`config.mk`:
```
export PLATFORM = sky130hd
export DESIGN_NAME = pulse_width_command_encoder
export DESIGN_NICKNAME = d
export VERILOG_FILES = /design/src/rtl/core/pwce_pkg.sv /design/src/rtl/core/pwce_front.sv /design/src/rtl/core/pwce_queue.sv /design/src/rtl/core/pwce_back.sv /design/src/rtl/core/pulse_width_command_encoder.sv
export SDC_FILE = /design/constraint.sdc
export NUM_CORES = 1
export LEC_CHECK = 0
export BUFFER_PORTS_ARGS = -buffer_cell sky130_fd_sc_hd__clkbuf_2
export CELL_PAD_IN_SITES_DETAIL_PLACEMENT = 0
export CELL_PAD_IN_SITES_GLOBAL_PLACEMENT = 1
export CORE_ASPECT_RATIO = 1.5
export CORE_MARGIN = 4
export CORE_UTILIZATION = 49
export DETAILED_ROUTE_END_ITERATION = 8
export GPL_TIMING_DRIVEN = 0
export HOLD_SLACK_MARGIN = 0.03
export PLACE_DENSITY = 0.93
export RECOVER_POWER = 25
export SLEW_MARGIN = 30
export SYNTH_ARGS = -nofsm -noshare
export SYNTH_HDL_FRONTEND = slang
export SYNTH_SLANG_ARGS = --single-unit
export TNS_END_PERCENT = 100
```
`constraint.sdc`:
```
create_clock -name clk -period 3.6 [get_ports clk]
set_input_delay 0.18 -clock clk [delete_from_list [all_inputs] [get_ports clk]]
set_output_delay 0.18 -clock clk [all_outputs]
set_load 0.02 [all_outputs]
```
`src/rtl/core/pwce_pkg.sv`:
```
`default_nettype none
package pwce_pkg;

  localparam int unsigned DUR_W       = 16;
  localparam int unsigned BYTE_W      = 8;
  localparam int unsigned CFG_IDX_W   = 2;
  localparam int unsigned QUEUE_DEPTH = 2;
  localparam int unsigned QPTR_W      = 1;
  localparam int unsigned QCNT_W      = 2;

  localparam logic [CFG_IDX_W-1:0] REG_SHORT_TICKS = 2'd0;
  localparam logic [CFG_IDX_W-1:0] REG_LONG_TICKS  = 2'd1;
  localparam logic [CFG_IDX_W-1:0] REG_TAIL_TICKS  = 2'd2;

  localparam logic [DUR_W-1:0] SHORT_TICKS_RST = 16'd50;
  localparam logic [DUR_W-1:0] LONG_TICKS_RST  = 16'd100;
  localparam logic [DUR_W-1:0] TAIL_TICKS_RST  = 16'd400;

  // One classified byte as handed from the front end to the sequencer.
  typedef struct packed {
    logic [BYTE_W-1:0] cmd_byte;
    logic              frame_end;
    logic              start;
    logic              parity;
  } pwce_entry_t;

endpackage
`default_nettype wire

```
`src/rtl/core/pwce_front.sv`:
```
`default_nettype none
module pwce_front (
  input  wire logic                       clk,
  input  wire logic                       rst,
  input  wire logic                       s_tvalid,
  output logic                            s_tready,
  input  wire logic [pwce_pkg::BYTE_W-1:0] s_tdata,   // cmd_byte
  input  wire logic                       s_tlast,   // frame_end
  output logic                            push_valid,
  input  wire logic                       push_ready,
  output pwce_pkg::pwce_entry_t           push_entry
);
  import pwce_pkg::*;

  logic in_frame;
  logic accept;

  assign s_tready   = push_ready;
  assign push_valid = s_tvalid;
  assign accept     = s_tvalid && push_ready;

  always_comb begin
    push_entry.cmd_byte  = s_tdata;
    push_entry.frame_end = s_tlast;
    push_entry.start     = ~in_frame;
    push_entry.parity    = ^s_tdata;
  end

  // A byte that does not close its frame leaves the next one inside the frame.
  always_ff @(posedge clk) begin
    if (rst) begin
      in_frame <= 1'b0;
    end else if (accept) begin
      in_frame <= ~s_tlast;
    end
  end

endmodule
`default_nettype wire

```
`src/rtl/core/pwce_queue.sv`:
```
`default_nettype none
module pwce_queue (
  input  wire logic                  clk,
  input  wire logic                  rst,
  input  wire logic                  push_valid,
  output logic                       push_ready,
  input  wire pwce_pkg::pwce_entry_t push_entry,
  output logic                       pop_valid,
  input  wire logic                  pop_ready,
  output pwce_pkg::pwce_entry_t      pop_entry
);
  import pwce_pkg::*;

  pwce_entry_t       mem [QUEUE_DEPTH];
  logic [QPTR_W-1:0] wr_ptr;
  logic [QPTR_W-1:0] rd_ptr;
  logic [QCNT_W-1:0] count;
  logic              do_push;
  logic              do_pop;

  assign push_ready = (count != QCNT_W'(QUEUE_DEPTH));
  assign pop_valid  = (count != '0);
  assign pop_entry  = mem[rd_ptr];
  assign do_push    = push_valid && push_ready;
  assign do_pop     = pop_valid && pop_ready;

  always_ff @(posedge clk) begin
    if (do_push) begin
      mem[wr_ptr] <= push_entry;
    end
  end

  always_ff @(posedge clk) begin
    if (rst) begin
      wr_ptr <= '0;
      rd_ptr <= '0;
      count  <= '0;
    end else begin
      if (do_push) begin
        wr_ptr <= wr_ptr + 1'b1;
      end
      if (do_pop) begin
        rd_ptr <= rd_ptr + 1'b1;
      end
      case ({do_push, do_pop})
        2'b10:   count <= count + 1'b1;
        2'b01:   count <= count - 1'b1;
        default: count <= count;
      endcase
    end
  end

endmodule
`default_nettype wire

```
`src/rtl/core/pwce_back.sv`:
```
`default_nettype none
module pwce_back #(
  parameter int unsigned PREAMBLE_PAIRS = 9
) (
  input  wire logic                       clk,
  input  wire logic                       rst,
  input  wire logic                       pop_valid,
  output logic                            pop_ready,
  input  wire pwce_pkg::pwce_entry_t      pop_entry,
  input  wire logic [pwce_pkg::DUR_W-1:0] short_ticks,
  input  wire logic [pwce_pkg::DUR_W-1:0] long_ticks,
  input  wire logic [pwce_pkg::DUR_W-1:0] tail_ticks,
  output logic                            m_tvalid,
  input  wire logic                       m_tready,
  output logic [pwce_pkg::DUR_W-1:0]      m_tdata,   // duration
  output logic                            m_tlast,   // run_last
  output logic                            m_tuser    // frame_done
);
  import pwce_pkg::*;

  localparam int unsigned CNT_W = $clog2(2 * PREAMBLE_PAIRS + 17);
  localparam logic [CNT_W-1:0] PRE_END  = CNT_W'(2 * PREAMBLE_PAIRS - 1);
  localparam logic [CNT_W-1:0] DATA_END = CNT_W'(15);
  localparam logic [CNT_W-1:0] PAR_END  = CNT_W'(1);

  typedef enum logic [2:0] {
    PH_START,
    PH_PREAMBLE,
    PH_DATA,
    PH_PARITY,
    PH_TAIL
  } phase_t;

  phase_t            phase;
  logic              busy;
  logic [CNT_W-1:0]  cnt;
  pwce_entry_t       cur;
  logic              adv;
  logic              is_final;
  logic              load;
  logic [DUR_W-1:0]  dur;

  // One duration per cycle moves into the output register whenever it is
  // empty or being drained.
  assign adv = busy && (!m_tvalid || m_tready);

  always_comb begin
    is_final = 1'b0;
    case (phase)
      PH_PARITY: is_final = (cnt == PAR_END) && !cur.frame_end;
      PH_TAIL:   is_final = 1'b1;
      default:   is_final = 1'b0;
    endcase
  end

  assign load      = pop_valid && (!busy || (adv && is_final));
  assign pop_ready = !busy || (adv && is_final);

  always_comb begin
    case (phase)
      PH_START:    dur = long_ticks;
      PH_PREAMBLE: dur = short_ticks;
      PH_DATA:     dur = cur.cmd_byte[cnt[3:1]] ? long_ticks : short_ticks;
      PH_PARITY:   dur = cur.parity ? long_ticks : short_ticks;
      PH_TAIL:     dur = tail_ticks;
      default:     dur = short_ticks;
    endcase
  end

  always_ff @(posedge clk) begin
    if (rst) begin
      phase    <= PH_START;
      busy     <= 1'b0;
      cnt      <= '0;
      m_tvalid <= 1'b0;
    end else begin
      if (adv) begin
        m_tvalid <= 1'b1;
        m_tdata  <= dur;
        m_tlast  <= is_final;
        m_tuser  <= (phase == PH_TAIL);
      end else if (m_tready) begin
        m_tvalid <= 1'b0;
      end

      if (load) begin
        cur   <= pop_entry;
        busy  <= 1'b1;
        cnt   <= '0;
        phase <= pop_entry.start ? PH_START : PH_DATA;
      end else if (adv) begin
        case (phase)
          PH_START: begin
            cnt   <= '0;
            phase <= (PREAMBLE_PAIRS > 0) ? PH_PREAMBLE : PH_DATA;
          end
          PH_PREAMBLE: begin
            if (cnt == PRE_END) begin
              cnt   <= '0;
              phase <= PH_DATA;
            end else begin
              cnt <= cnt + 1'b1;
            end
          end
          PH_DATA: begin
            if (cnt == DATA_END) begin
              cnt   <= '0;
              phase <= PH_PARITY;
            end else begin
              cnt <= cnt + 1'b1;
            end
          end
          PH_PARITY: begin
            if (cnt == PAR_END) begin
              cnt <= '0;
              if (cur.frame_end) begin
                phase <= PH_TAIL;
              end else begin
                busy <= 1'b0;
              end
            end else begin
              cnt <= cnt + 1'b1;
            end
          end
          PH_TAIL: begin
            busy <= 1'b0;
          end
          default: begin
            busy <= 1'b0;
          end
        endcase
      end
    end
  end

endmodule
`default_nettype wire

```
`src/rtl/core/pulse_width_command_encoder.sv`:
```
`default_nettype none
// Pulse-width command encoder: each byte accepted on the s_ side becomes a
// run of timer durations on the m_ side, one duration per cycle while m_tready
// is high. A byte inside a frame gives 18 durations (eight bit pairs, least
// significant bit first, then an even-parity pair); the first byte of a frame
// adds one long start half and 2*PREAMBLE_PAIRS short halves (37 in all at the
// default, 38 for a frame of a single byte), and a byte with s_tlast set adds
// one tail duration, marked on m_tuser. m_tlast marks the last duration of
// each byte. Once started, the sequencer issues one duration per cycle while the
// output is not stalled, with no gap between bytes; a byte that reaches an idle
// sequencer passes through the queue, the sequencer's byte register and the output
// register before its first duration shows. A two-entry queue lets the input side
// accept bytes while the sequencer is still emitting earlier ones. Register writes
// take effect at once and should be made only while no byte is in flight.
module pulse_width_command_encoder #(
  parameter int unsigned PREAMBLE_PAIRS = 9
) (
  input  wire logic                          clk,
  input  wire logic                          rst,
  input  wire logic                          s_tvalid,
  output logic                               s_tready,
  input  wire logic [7:0]                    s_tdata,   // [7:0] cmd_byte
  input  wire logic                          s_tlast,   // frame_end
  output logic                               m_tvalid,
  input  wire logic                          m_tready,
  output logic [15:0]                        m_tdata,   // [15:0] duration
  output logic                               m_tlast,   // run_last
  output logic                               m_tuser,   // [0] frame_done
  input  wire logic                          cfg_valid,
  output logic                               cfg_ready,
  input  wire logic [pwce_pkg::CFG_IDX_W-1:0] cfg_index,
  input  wire logic [15:0]                   cfg_data
);
  import pwce_pkg::*;

  logic [DUR_W-1:0] short_ticks;
  logic [DUR_W-1:0] long_ticks;
  logic [DUR_W-1:0] tail_ticks;

  logic        push_valid;
  logic        push_ready;
  pwce_entry_t push_entry;
  logic        pop_valid;
  logic        pop_ready;
  pwce_entry_t pop_entry;

  assign cfg_ready = 1'b1;

  // An index beyond the register list is accepted and dropped.
  always_ff @(posedge clk) begin
    if (rst) begin
      short_ticks <= SHORT_TICKS_RST;
      long_ticks  <= LONG_TICKS_RST;
      tail_ticks  <= TAIL_TICKS_RST;
    end else if (cfg_valid) begin
      case (cfg_index)
        REG_SHORT_TICKS: short_ticks <= cfg_data;
        REG_LONG_TICKS:  long_ticks  <= cfg_data;
        REG_TAIL_TICKS:  tail_ticks  <= cfg_data;
        default: begin
        end
      endcase
    end
  end

  pwce_front u_front (
    .clk        (clk),
    .rst        (rst),
    .s_tvalid   (s_tvalid),
    .s_tready   (s_tready),
    .s_tdata    (s_tdata),
    .s_tlast    (s_tlast),
    .push_valid (push_valid),
    .push_ready (push_ready),
    .push_entry (push_entry)
  );

  pwce_queue u_queue (
    .clk        (clk),
    .rst        (rst),
    .push_valid (push_valid),
    .push_ready (push_ready),
    .push_entry (push_entry),
    .pop_valid  (pop_valid),
    .pop_ready  (pop_ready),
    .pop_entry  (pop_entry)
  );

  pwce_back #(
    .PREAMBLE_PAIRS (PREAMBLE_PAIRS)
  ) u_back (
    .clk         (clk),
    .rst         (rst),
    .pop_valid   (pop_valid),
    .pop_ready   (pop_ready),
    .pop_entry   (pop_entry),
    .short_ticks (short_ticks),
    .long_ticks  (long_ticks),
    .tail_ticks  (tail_ticks),
    .m_tvalid    (m_tvalid),
    .m_tready    (m_tready),
    .m_tdata     (m_tdata),
    .m_tlast     (m_tlast),
    .m_tuser     (m_tuser)
  );

endmodule
`default_nettype wire

```
==> run summary <==
outcome = complete, no violations
Final ANT Viol Nets = 0
RSZ-0062 raised after global routing = false
overall routing resource usage = 21.03%
Slew @ Worst Pin = 0.9466 ns
CP arrival = 2.80 ns
CP max stage cell = or3_1
share of layout cells above drive strength 1 = 17.11%
Root Driver = clkbuf_16
# IOs = 53
Ant. Diodes = 0
FF/Latch Area = 0.002803 mm2
hold violation count in the final report = 0
DIE AREA = 0.01153 mm2
Clock Latency Late Sink = 0.41 ns
1st-pass router iterations = 5
# rows = 44
Pwr per Cell Area = 681.8 mW/mm2
Total Wirelength = 11010 um
synth warn = 0
Final nets = 589
dpl hpwl = 7341 um
largest net degree at the start of global routing = 17
Placer Congestion = 0.8919
clk sinks = 115
DR iter-0 viols = 189
sequential area share after synthesis = 58.08%
Initial Util = 50.09%
Seq cells post-synth = 115
VDD IR max = 543.4 uV
total number of vias = 3634
Synth Net Count = 495
DRC viols = 0
CP Launch Type = register
final setup violating endpoints = 0
Tcrit/Tclk final = 68.26%
CP Max Fanout = 7
Post-synth top flop = dfxtp_1
CP dominant cell by count = ha_1
Syn Area/Cell = 10.49 um2
HP Class = in -> reg
final non-filler cell total = 682
H-Tree Level Count = 4
async set or reset register ratio after synthesis = 0%
placed cell areas = 0.005234 mm2
post-route setup TNS = 0 ns
Final Slew Violations = 0
Max-slew headroom = 36.66%
area delta synth->final = 24.81%
Pwr Total = 4.107 mW
CTS max path bufs = 2
min cycle time layout = 2.458 ns
Clock transition at path regs = 0.06 ns
first-pass GRT wire length = 18200 um
Peak Freq = 406.9 MHz
Max-Cap Viols = 0
CTS tree = yes
via/cell ratio = 5.328
design area = 0.006023 mm2
count of cell types in the netlist = 52
CP Class = reg -> reg
Cells after DPL = 626
Routed WL per cell = 16.15 um
die width = 89.03 um
CTS buffer count = 17
# resized after CTS = 0
Filler Cells Inserted = 773
mapped cell area = 0.004826 mm2
Layout Skew = 0.006700 ns
CP cell instances = buf_6, inv_1, ha_1, nor3b_2, a31o_2, a21oi_4, inv_2, ha_1, or3_1, a21oi_1
CP endpoint kind = register
Max stage delay on crit path = 0.38 ns
gr ovfl total = 0
vias in the first global route = 3780
Multi-input gate area = 0.001863 mm2
number of synthesized flops with an enable pin = 50
port buffer count = 50
initial antenna violation count = 0
final hold slack = 0.05910 ns
CP Data Required Time = 3.94 ns
Lkg Pwr = 2.214 nW
core footprint = 0.009634 mm2
die height = 129.5 um
Synth Instances = 460
[where the power goes]
| part | total (mW) | internal (mW) | switching (mW) |
|---|---|---|---|
| Sequential | 1.64 | 1.57 | 0.0767 |
| Combinational | 0.871 | 0.346 | 0.525 |
| Clock | 1.59 | 1.01 | 0.583 |
| Total | 4.11 | 2.92 | 1.18 |
[through the flow]
step	worst slack (ns)	util [%]
floorplan	1.361	-
global placement	1.197	54.18
detailed placement	1.137	54.32
CTS	1.120	62.73
global route	0.9914	62.52
finish	1.142	62.52
[routing by layer]
metal / wire (um) / track usage, %
met5: 0 / 0
met4: 161 / 7.362
met3: 600 / 6.425
met2: 6157 / 38.93
met1: 4094 / 21.97
[area by class of cell]
cell class                 count  share of cell area, %
timing repair buffer          75                  7.914
multi-input combinational    310                  30.93
clock inverter                14                  2.327
inverter                       7                 0.4362
sequential                   115                  46.53
buffer                        28                  2.347
tap                          115                  2.389
clock buffer                  18                  7.125
[cells in the mapped netlist (3+ instances only)]
| master | count | share of area [%] |
|---|---|---|
| dfxtp_1 | 65 | 27 |
| nand3_1 | 6 | 0.62 |
| inv_1 | 5 | 0.39 |
| mux2i_1 | 5 | 1.0 |
| buf_6 | 3 | 0.70 |
| nor2_1 | 27 | 2.1 |
| and2_1 | 17 | 2.2 |
| nand2_1 | 103 | 8.0 |
| xnor2_1 | 11 | 2.0 |
| clkbuf_1 | 18 | 1.4 |
| buf_2 | 5 | 0.52 |
| nand2b_1 | 4 | 0.52 |
| nand3b_1 | 12 | 1.9 |
| a21oi_1 | 48 | 5.0 |
| edfxtp_1 | 50 | 31 |
| ha_1 | 3 | 0.78 |
| mux2_2 | 10 | 2.3 |
| o21ai_0 | 3 | 0.31 |
| xor2_1 | 4 | 0.73 |
| a221o_1 | 16 | 3.3 |
| and3b_1 | 3 | 0.54 |
[layout by cell type (no fill, tap or decap), types with 4 or more instances in the layout]
| cell | instances |
|---|---|
| nand3b_1 | 12 |
| clkbuf_2 | 30 |
| nand2_1 | 103 |
| buf_2 | 5 |
| inv_1 | 5 |
| nand2b_1 | 4 |
| a21oi_1 | 48 |
| nor2_1 | 26 |
| and2_1 | 17 |
| clkinvlp_4 | 6 |
| buf_6 | 4 |
| edfxtp_1 | 50 |
| clkbuf_1 | 39 |
| dlygate4sd3_1 | 24 |
| dfxtp_1 | 65 |
| mux2i_1 | 5 |
| xnor2_1 | 11 |
| xor2_1 | 4 |
| clkbuf_16 | 17 |
| mux2_2 | 10 |
| nand3_1 | 6 |
| a221o_1 | 16 |
[sequential cells by signal, indices dropped and copies added, names as in the netlist, 2 cells and up, named ones only]
| register | cells |
|---|---|
| u_queue.mem | 22 |
| long_ticks | 16 |
| short_ticks | 16 |
| tail_ticks | 16 |
| u_back.m_tdata | 16 |
| u_back.cur | 10 |
| u_back.cnt | 6 |
| u_back.phase | 3 |
| u_queue.count | 2 |
[repair_timing]
action	CTS	global route
endpoints found under the hold margin	50	0
setup buffers	0	0
hold buffers	24	0
[path summary, 6_finish.rpt]
check / depth (start not counted) / slack [ns] / endpoint / startpoint
min: 3 / 0.06 / long_ticks[15]$_SDFFE_PP0P_ / cfg_data[15]
max: 10 / 1.14 / u_queue.count[1]$_SDFFE_PP0P_ / u_back.cnt[1]$_SDFFE_PP0P_
max reg2reg: 10 / 1.14 / u_queue.count[1]$_SDFFE_PP0P_ / u_back.cnt[1]$_SDFFE_PP0P_
min reg2reg: 2 / 0.45 / tail_ticks[12]$_SDFFE_PP0P_ / tail_ticks[12]$_SDFFE_PP0P_
[critical path: cells and delay by family, from the launching register on]
kind | cells | cell delay, ns
adder cells (fa/ha/maj) | 2 | 0.48
flip-flops | 1 | 0.35
AO/OA/AOI/OAI | 3 | 0.69
buffers and inverters | 3 | 0.31
AND/OR/NAND/NOR | 2 | 0.56
[cell families after synthesis]
| group | after synthesis | share of synthesized area, % |
|---|---|---|
| xor gates and xnor gates | 15 | 2.722 |
| buffers and inverters | 35 | 3.474 |
| and+or+nand+nor | 188 | 18.54 |
| adders and majority gates | 3 | 0.7779 |
| other | 1 | 0.07771 |
| muxes | 17 | 4.071 |
| DFF | 115 | 58.08 |
| AOI/OAI and AO/OA | 86 | 12.26 |
Note: power is estimated with default switching activity, not from simulation.
